$ cat src/sv/right_triangle_angles_macros.svh
// Assertion macros shared by the right triangle angle datapath.
// Each macro expects signals named clk and rst_n in the module that uses it.
`ifndef RIGHT_TRIANGLE_ANGLES_MACROS_SVH
`define RIGHT_TRIANGLE_ANGLES_MACROS_SVH

`ifndef SYNTHESIS
// Same-cycle implication, checked at every rising edge outside reset.
`define RTA_ASSERT_IMP(lbl, ante, cons) \
    lbl: assert property (@(posedge clk) disable iff (!rst_n) (ante) |-> (cons)) \
        else $error("right_triangle_angles: implication check failed");
// Next-cycle implication, checked at every rising edge outside reset.
`define RTA_ASSERT_NXT(lbl, ante, cons) \
    lbl: assert property (@(posedge clk) disable iff (!rst_n) (ante) |=> (cons)) \
        else $error("right_triangle_angles: next-cycle check failed");
`else
`define RTA_ASSERT_IMP(lbl, ante, cons)
`define RTA_ASSERT_NXT(lbl, ante, cons)
`endif

`endif

$ cat src/sv/rta_pkg.sv
// Shared constants, types and the arctangent table of the right triangle angle block.
// No dependencies.
package rta_pkg;

    localparam int CORDIC_STEPS_DEF = 16;
    localparam int LEG_WIDTH_DEF    = 16;
    localparam int TABLE_LEN        = 24;
    localparam int Z_WIDTH          = 25;
    localparam int ANGLE_WIDTH      = 16;
    localparam int RIGHT_ANGLE_Q8   = 23040;
    localparam int ROUND_BIAS       = 128;
    localparam int FRAC_DROP        = 8;

    // Control bits that travel alongside each word down the cell row.
    typedef struct packed {
        logic valid;
        logic err;
    } rta_ctrl_t;

    // atan(2^-i) in degrees, 16 fractional bits, rounded to nearest.
    function automatic logic signed [Z_WIDTH-1:0] atan_entry(input int idx);
        logic signed [Z_WIDTH-1:0] val;
        begin
            case (idx)
                0:       val = 25'sd2949120;
                1:       val = 25'sd1740967;
                2:       val = 25'sd919879;
                3:       val = 25'sd466945;
                4:       val = 25'sd234379;
                5:       val = 25'sd117304;
                6:       val = 25'sd58666;
                7:       val = 25'sd29335;
                8:       val = 25'sd14668;
                9:       val = 25'sd7334;
                10:      val = 25'sd3667;
                11:      val = 25'sd1833;
                12:      val = 25'sd917;
                13:      val = 25'sd458;
                14:      val = 25'sd229;
                15:      val = 25'sd115;
                16:      val = 25'sd57;
                17:      val = 25'sd29;
                18:      val = 25'sd14;
                19:      val = 25'sd7;
                20:      val = 25'sd4;
                21:      val = 25'sd2;
                22:      val = 25'sd1;
                default: val = 25'sd0;
            endcase
            return val;
        end
    endfunction

endpackage

$ cat src/sv/rta_cell.sv
// One CORDIC vectoring micro-rotation, registered; one cell in the cell row of the angle block.
// Depends on rta_pkg and right_triangle_angles_macros.svh.
`include "right_triangle_angles_macros.svh"

module rta_cell #(
    parameter int STAGE = 0,
    parameter int DW    = 35
) (
    input  logic                              clk,
    input  logic                              rst_n,
    input  rta_pkg::rta_ctrl_t                ctrl_in,
    input  logic signed [DW-1:0]              x_in,
    input  logic signed [DW-1:0]              y_in,
    input  logic signed [rta_pkg::Z_WIDTH-1:0] z_in,
    output rta_pkg::rta_ctrl_t                ctrl_out,
    output logic signed [DW-1:0]              x_out,
    output logic signed [DW-1:0]              y_out,
    output logic signed [rta_pkg::Z_WIDTH-1:0] z_out
);
    import rta_pkg::*;

    localparam logic signed [Z_WIDTH-1:0] ANGLE_STEP = atan_entry(STAGE);

    logic signed [DW-1:0]      xs;
    logic signed [DW-1:0]      ys;
    logic signed [DW-1:0]      x_next;
    logic signed [DW-1:0]      y_next;
    logic signed [Z_WIDTH-1:0] z_next;
    rta_ctrl_t                 ctrl_reg;
    logic signed [DW-1:0]      x_reg;
    logic signed [DW-1:0]      y_reg;
    logic signed [Z_WIDTH-1:0] z_reg;

    // Arithmetic shifts round toward minus infinity, as the rotation needs.
    assign xs = x_in >>> STAGE;
    assign ys = y_in >>> STAGE;

    always_comb
    begin
        if (!y_in[DW-1])
        begin
            x_next = x_in + ys;
            y_next = y_in - xs;
            z_next = z_in + ANGLE_STEP;
        end
        else
        begin
            x_next = x_in - ys;
            y_next = y_in + xs;
            z_next = z_in - ANGLE_STEP;
        end
    end

    always_ff @(posedge clk or negedge rst_n)
    begin
        if (!rst_n)
        begin
            ctrl_reg <= '0;
        end
        else
        begin
            ctrl_reg <= ctrl_in;
        end
    end

    always_ff @(posedge clk)
    begin
        x_reg <= x_next;
        y_reg <= y_next;
        z_reg <= z_next;
    end

    assign ctrl_out = ctrl_reg;
    assign x_out    = x_reg;
    assign y_out    = y_reg;
    assign z_out    = z_reg;

    // A word entering the cell leaves it in the next cycle.
    `RTA_ASSERT_NXT(a_cell_advance, ctrl_in.valid, ctrl_out.valid && ctrl_out.err == $past(ctrl_in.err))
    // The x coordinate never shrinks, so it stays non-negative for a valid word.
    `RTA_ASSERT_IMP(a_cell_x_pos, ctrl_out.valid && !ctrl_out.err, !x_out[DW-1])
    // The flag of a zero leg passes through untouched.
    `RTA_ASSERT_NXT(a_cell_err_keep, ctrl_in.valid && ctrl_in.err, ctrl_out.err)

endmodule

$ cat src/sv/rta_post.sv
// Output stage: rounds the angle accumulator to Q8.8, saturates, and forms both angles.
// Depends on rta_pkg.
module rta_post (
    input  logic                               clk,
    input  logic                               rst_n,
    input  rta_pkg::rta_ctrl_t                 ctrl_in,
    input  logic signed [rta_pkg::Z_WIDTH-1:0] z_in,
    output logic                               done,
    output logic [rta_pkg::ANGLE_WIDTH-1:0]    angle_a,
    output logic [rta_pkg::ANGLE_WIDTH-1:0]    angle_b,
    output logic                               status
);
    import rta_pkg::*;

    localparam int QW = Z_WIDTH - FRAC_DROP;
    localparam logic signed [QW-1:0] Q_MAX = QW'(RIGHT_ANGLE_Q8);
    localparam logic signed [QW-1:0] Q_MIN = -QW'(RIGHT_ANGLE_Q8);

    logic signed [Z_WIDTH-1:0]  z_biased;
    logic signed [QW-1:0]       q_round;
    logic signed [QW-1:0]       q_sat;
    logic [ANGLE_WIDTH-1:0]     angle_a_next;
    logic [ANGLE_WIDTH-1:0]     angle_b_next;
    logic                       done_reg;
    logic [ANGLE_WIDTH-1:0]     angle_a_reg;
    logic [ANGLE_WIDTH-1:0]     angle_b_reg;
    logic                       status_reg;

    // The accumulator stays within about 100 degrees, so the bias cannot overflow.
    assign z_biased = z_in + Z_WIDTH'(ROUND_BIAS);
    assign q_round  = QW'(z_biased >>> FRAC_DROP);

    always_comb
    begin
        if (q_round > Q_MAX)
        begin
            q_sat = Q_MAX;
        end
        else if (q_round < Q_MIN)
        begin
            q_sat = Q_MIN;
        end
        else
        begin
            q_sat = q_round;
        end

        if (ctrl_in.err)
        begin
            angle_a_next = '0;
            angle_b_next = '0;
        end
        else
        begin
            angle_a_next = ANGLE_WIDTH'(q_sat);
            angle_b_next = ANGLE_WIDTH'(RIGHT_ANGLE_Q8) - ANGLE_WIDTH'(q_sat);
        end
    end

    always_ff @(posedge clk or negedge rst_n)
    begin
        if (!rst_n)
        begin
            done_reg <= 1'b0;
        end
        else
        begin
            done_reg <= ctrl_in.valid;
        end
    end

    always_ff @(posedge clk)
    begin
        angle_a_reg <= angle_a_next;
        angle_b_reg <= angle_b_next;
        status_reg  <= ctrl_in.err;
    end

    assign done    = done_reg;
    assign angle_a = angle_a_reg;
    assign angle_b = angle_b_reg;
    assign status  = status_reg;

endmodule

$ cat src/sv/right_triangle_angles.sv
// Top level of the right triangle angle block: input register, CORDIC cell row, output stage.
// Depends on rta_pkg, rta_cell, rta_post and right_triangle_angles_macros.svh.
//
// Usage:
// A word holding the two legs leg_a and leg_b is accepted at each rising clock
// edge where start is high and busy is low. The datapath is a fully pipelined
// row of CORDIC_STEPS vectoring cells, so busy is always low and a new word
// may be offered in every cycle; the throughput is one word per clock.
// The result word (angle_a, angle_b, status) appears on the outputs for exactly
// one cycle, marked by done, after it has passed the input register, the
// register of each cell and the output stage register, in that order. The output
// stage holds it for that single cycle, and it is taken at the edge that ends it.
// The receiver cannot stall the block; it must take each result word in the
// cycle that done is high. Results come out in the order words went in.
// If either leg is zero, status is set and both angles read zero.
// Asynchronous reset (rst_n low) empties the pipeline: every word in flight is
// dropped and done stays low until new words have passed through the row.
`include "right_triangle_angles_macros.svh"

module right_triangle_angles #(
    parameter int CORDIC_STEPS = rta_pkg::CORDIC_STEPS_DEF,
    parameter int LEG_WIDTH    = rta_pkg::LEG_WIDTH_DEF
) (
    input  logic                               clk,
    input  logic                               rst_n,
    input  logic                               start,
    output logic                               busy,
    input  logic signed [LEG_WIDTH-1:0]        leg_a,
    input  logic signed [LEG_WIDTH-1:0]        leg_b,
    output logic                               done,
    output logic [rta_pkg::ANGLE_WIDTH-1:0]    angle_a,
    output logic [rta_pkg::ANGLE_WIDTH-1:0]    angle_b,
    output logic                               status
);
    import rta_pkg::*;

    // Room for the pre-scaled legs plus the CORDIC gain and the |b| extension.
    localparam int DW = LEG_WIDTH + CORDIC_STEPS + 3;
    localparam logic signed [ANGLE_WIDTH-1:0] RIGHT_Q8 = ANGLE_WIDTH'(RIGHT_ANGLE_Q8);

    logic                      accept;
    logic signed [DW-1:0]      a_ext;
    logic signed [DW-1:0]      b_ext;
    logic signed [DW-1:0]      b_mag;
    rta_ctrl_t                 ctrl0_next;
    rta_ctrl_t                 ctrl0_reg;
    logic signed [DW-1:0]      x0_reg;
    logic signed [DW-1:0]      y0_reg;
    logic signed [ANGLE_WIDTH-1:0] angle_a_s;

    rta_ctrl_t                 ctrl_pipe [0:CORDIC_STEPS];
    logic signed [DW-1:0]      x_pipe    [0:CORDIC_STEPS];
    logic signed [DW-1:0]      y_pipe    [0:CORDIC_STEPS];
    logic signed [Z_WIDTH-1:0] z_pipe    [0:CORDIC_STEPS];

    // The pipeline never blocks, so a word is taken whenever start is high.
    assign busy   = 1'b0;
    assign accept = start && !busy;

    // Legs are widened before the magnitude is taken so the most negative value survives.
    assign a_ext = DW'(leg_a);
    assign b_ext = DW'(leg_b);
    assign b_mag = b_ext[DW-1] ? -b_ext : b_ext;

    always_comb
    begin
        ctrl0_next.valid = accept;
        ctrl0_next.err   = (leg_a == '0) || (leg_b == '0);
    end

    always_ff @(posedge clk or negedge rst_n)
    begin
        if (!rst_n)
        begin
            ctrl0_reg <= '0;
        end
        else
        begin
            ctrl0_reg <= ctrl0_next;
        end
    end

    // The legs are scaled up by 2^CORDIC_STEPS so the small shifts keep their bits.
    always_ff @(posedge clk)
    begin
        x0_reg <= b_mag <<< CORDIC_STEPS;
        y0_reg <= a_ext <<< CORDIC_STEPS;
    end

    assign ctrl_pipe[0] = ctrl0_reg;
    assign x_pipe[0]    = x0_reg;
    assign y_pipe[0]    = y0_reg;
    assign z_pipe[0]    = '0;

    // One cell per micro-rotation; each hands its word to the next every cycle.
    for (genvar i = 0; i < CORDIC_STEPS; i++)
    begin : g_cell
        rta_cell #(
            .STAGE (i),
            .DW    (DW)
        ) u_cell (
            .clk      (clk),
            .rst_n    (rst_n),
            .ctrl_in  (ctrl_pipe[i]),
            .x_in     (x_pipe[i]),
            .y_in     (y_pipe[i]),
            .z_in     (z_pipe[i]),
            .ctrl_out (ctrl_pipe[i+1]),
            .x_out    (x_pipe[i+1]),
            .y_out    (y_pipe[i+1]),
            .z_out    (z_pipe[i+1])
        );
    end

    // Rounding, saturation and the complementary angle are formed here.
    rta_post u_post (
        .clk     (clk),
        .rst_n   (rst_n),
        .ctrl_in (ctrl_pipe[CORDIC_STEPS]),
        .z_in    (z_pipe[CORDIC_STEPS]),
        .done    (done),
        .angle_a (angle_a),
        .angle_b (angle_b),
        .status  (status)
    );

    // Angle A read as a signed value for the range check.
    assign angle_a_s = angle_a;

    // A flagged word carries zero angles.
    `RTA_ASSERT_IMP(a_err_zero, done && status, angle_a == '0 && angle_b == '0)
    // The two acute angles always add up to a right angle for a good word.
    `RTA_ASSERT_IMP(a_sum_right, done && !status, ANGLE_WIDTH'(angle_a + angle_b) == RIGHT_Q8)
    // Angle A stays within plus or minus ninety degrees.
    `RTA_ASSERT_IMP(a_range, done && !status, angle_a_s <= RIGHT_Q8 && angle_a_s >= -RIGHT_Q8)

endmodule

$ cat config.mk
export PLATFORM = sky130hd
export DESIGN_NAME = right_triangle_angles
export DESIGN_NICKNAME = d
export VERILOG_FILES = /design/src/sv/rta_pkg.sv /design/src/sv/rta_cell.sv /design/src/sv/rta_post.sv /design/src/sv/right_triangle_angles.sv
export VERILOG_INCLUDE_DIRS = /design/src /design/src/sv
export SDC_FILE = /design/constraint.sdc
export NUM_CORES = 2
export LEC_CHECK = 0
export BUFFER_PORTS_ARGS = -buffer_cell sky130_fd_sc_hd__buf_2
export CORE_AREA = 2 2 397 399
export CTS_CLUSTER_SIZE = 30
export DETAILED_ROUTE_END_ITERATION = 10
export DIE_AREA = 0 0 399 401
export GPL_ROUTABILITY_DRIVEN = 0
export PLACE_DENSITY = 0.83
export SLEW_MARGIN = 25
export SYNTH_ARGS = -nofsm -noshare
export SYNTH_HDL_FRONTEND = slang
export SYNTH_SLANG_ARGS = --single-unit
$ cat constraint.sdc
create_clock -name clk -period 7 [get_ports clk]
set_clock_uncertainty 0.2 [all_clocks]
set_input_delay 1.4 -clock clk [delete_from_list [all_inputs] [get_ports clk]]
set_output_delay 1.4 -clock clk [all_outputs]
set_load 0.01 [all_outputs]
==> flow_summary.yaml <==
status:
  status: "finished clean"
grt:
  grt_pass1_wl_um: 397600
  grt_pass1_vias: 79910
  antenna_found_initial: 5
  grt.total_usage_pct: 30.09
  grt_max_degree: 63
  grt.overflow.total: 0
routing:
  drt_iter0_drc: 6504
  vias: 81950
  dr.pass1.iters: 7
  vias_per_cell: 6.176
  drc_errors: 0
  ant_nets: 0
  drt_wl_total_um: 249900
  drt-wirelength-per-cell_um: 18.84
floorplanning:
  start_util_pct: 59.76
  fp.dieH_um: 401
  die_area_mm2: 0.1600
  core-area_mm2: 0.1557
  boundaryPins: 70
  fp-row-count: 145
  die_w_um: 399
layout:
  stdcell_area_mm2: 0.1005
  area_growth_pct: 8.050
  drive_gt1_share_pct: 4.238
  largest_reg_flops: 427
  multi_input_area_mm2: 0.06480
  regArea_mm2: 0.02587
  nFillCells: 12250
  layout.nets: 12370
placed_design:
  post_dp_cell_area_mm2: 0.09558
  numPortBuffers: 68
  dp_hpwl_um: 195800
critical_path:
  cp.required_ns: 7.46
  reg2reg_slack_ns: 1.43
  worstSetupStartpointType: "flip-flop"
  critPathMaxFanout: 4
  path_class: "reg -> reg"
  crit_path_max_incr_delay_ns: 0.63
  crit_buf_inv: 0
  cp_top_family: "simple AND/OR/NAND/NOR gates"
  worstPathCellList: "nor4_1 > nand2_1 > nor4_1 > nand2_1 > nor4_1 > a21oi_1 > xor2_1 > ha_1 > nand3_1 > nor2_1 > nand2_1 > o21ai_0 > or3_1 > a31oi_1 > o211ai_1 > a21o_1 > a41oi_1 > mux2i_1 > nand4_1"
  worstReg2RegEnd: "g_cell[11].u_cell.y_out[33]"
  ff2ff_path_depth: 19
  r2r-start: "g_cell[10].u_cell.x_out[16]"
  arrival_ns: 6.03
  slowest_stage: "nor4_1"
  end_kind: "flip-flop"
clock_network:
  h-tree-depth: 4
  cts_setup_buffers: 0
  root_buffer: "clkbuf_16"
  clock-sinks: 1283
  holdBufCountCts: 0
  clockBufferDepth: 3
  clk_latency_ns: 0.81
  path_clk_slew_ns: 0.06
  cts_resized: 0
  cts_tree: "done"
  cts_buffers: 144
min_path:
  holdCritPathClass: "reg -> reg"
  min-delay-start: "g_cell[11].u_cell.ctrl_out[0]"
  whs_path_depth: 0
  hold_end: "g_cell[12].u_cell.ctrl_out[0]"
timing:
  slew_viol_final: 0
  finalSetupViolations: 0
  setup-tns-final_ns: 0
  relSlewSlack_pct: 28.19
  hold_violations: 0
  fmax_mhz: 179.4
  min_period_ns: 5.574
  finalCritPeriodShare_pct: 79.63
  rsz0062_at_grt: "no"
  worst_slew_pin_slew_ns: 1.067
logic_synthesis:
  synth_edf_count: 0
  synth.avg_cell_area_um2: 8.464
  yosysUniqueCellTypes: 107
  synth_cells: 10990
  yosysWarnings: 0
  dominantRegCellSynth: "dfxtp_1"
  yosysMostFrequentCell: "dfxtp_1"
  synth_common_cells: "dfxtp_1 (1248), ha_1 (1204), nor2_1 (1187)"
  syn_area_mm2: 0.09302
  ys_seq_elements: 1283
  yosysTopAreaCell: "dfxtp_1"
  synth_top_area_share_pct: 26.86
  async_flop_share_pct: 2.728
  synth_area_leaders: "dfxtp_1 (27%), ha_1 (16%), xnor2_1 (9.9%), a21oi_1 (5.7%), xor2_1 (5.1%)"
  seq_area_frac_synth_pct: 27.80
job:
  cap_violations: 0
worst max path at each step:
stage	start	to	slack [ns]	cells past startpoint
after global placement	g_cell[5].u_cell.x_out[9]	g_cell[6].u_cell.y_out[32]	1.64	19
after floorplan	g_cell[2].u_cell.y_out[34]	g_cell[3].u_cell.y_out[33]	2.24	18
after CTS	g_cell[10].u_cell.x_out[16]	g_cell[11].u_cell.y_out[33]	1.58	19
final	g_cell[10].u_cell.x_out[16]	g_cell[11].u_cell.y_out[33]	1.43	19
after detailed placement	g_cell[10].u_cell.x_out[16]	g_cell[11].u_cell.y_out[33]	1.65	19
after global routing	g_cell[10].u_cell.x_out[15]	g_cell[11].u_cell.y_out[33]	1.04	19
kinds of logic after synthesis:
kind of cell	after synthesis	synth area share [%]
mux	64	0.7384
xor+xnor	1592	14.99
simple gates	3239	16.71
buf+inv	628	2.565
compound gates	2945	20.25
fa+ha+maj	1239	16.95
other cells	1	0.004031
flops	1283	27.80
per-stage QoR:
stage | setup WS [ns] | hold slack, ns | utilization, % | instances
3_5_place_dp | 1.647 | 0.1347 | 61.40 | 13000
5_1_grt | 1.044 | 0.1480 | 64.57 | 13270
4_1_cts | 1.584 | 0.1478 | 64.57 | 13270
6_report | 1.426 | 0.1348 | 64.57 | 13270
3_3_place_gp | 1.639 | 0.1211 | 61.40 | 13000
2_1_floorplan | 2.236 | 0.1096 | - | 10990
layout make-up:
cell class                      count  area share, %
Tap cell                         2058          2.562
Sequential cell                  1283          25.74
Clock buffer                      199          4.080
Clock inverter                     64         0.8154
Multi-Input combinational cell   9083          64.47
Antenna cell                        1       0.002490
Timing Repair Buffer               90         0.5029
Inverter                          490          1.830
layout by cell type, fill, tap and decap left out, types with 29 or more instances in the layout:
master	synthesis	final
dfxtp_1	1248	1237
ha_1	1204	1204
nor2_1	1187	1187
xnor2_1	1053	1053
a21oi_1	1052	1052
xor2_1	539	539
nand2_1	536	536
inv_1	486	486
o21ai_0	451	451
a21o_1	389	389
nor3_1	345	345
o21a_1	199	199
nand3_1	188	188
nor2b_1	179	179
nand2b_1	170	170
clkbuf_16	0	145
a31oi_1	142	142
o21bai_1	140	140
and3_1	121	121
nor4_1	95	94
and2_1	94	94
or3_1	87	87
a211oi_1	73	73
buf_2	2	68
nand4_1	62	62
or4_1	45	45
o31ai_1	42	42
o41ai_1	40	40
o31a_1	40	40
o211ai_1	38	38
mux2_2	37	37
or2_2	37	37
fa_1	35	35
dfrtp_1	35	35
a211o_1	29	29
metal layers:
layer  vias up  wire length, µm  track usage, %
met4         4            19610           21.07
met2      3399           118300           52.09
met5         -               30               0
li1      39450                -               -
met3      1070            18030           5.802
met1     38020            93930           32.90
worst reg2reg max path: stages, from the launching register on:
cell	delay [ns]
dfxtp_1	0.34
nor4_1	0.47
nand2_1	0.17
nor4_1	0.42
nand2_1	0.21
nor4_1	0.63
a21oi_1	0.18
xor2_1	0.19
ha_1	0.35
nand3_1	0.15
nor2_1	0.09
nand2_1	0.09
o21ai_0	0.09
or3_1	0.36
a31oi_1	0.37
o211ai_1	0.21
a21o_1	0.25
a41oi_1	0.33
mux2i_1	0.23
nand4_1	0.10
Power is left out: the tool's default activity adds up to more than one toggle a clock period on the data nets, which glitch-free logic cannot reach.
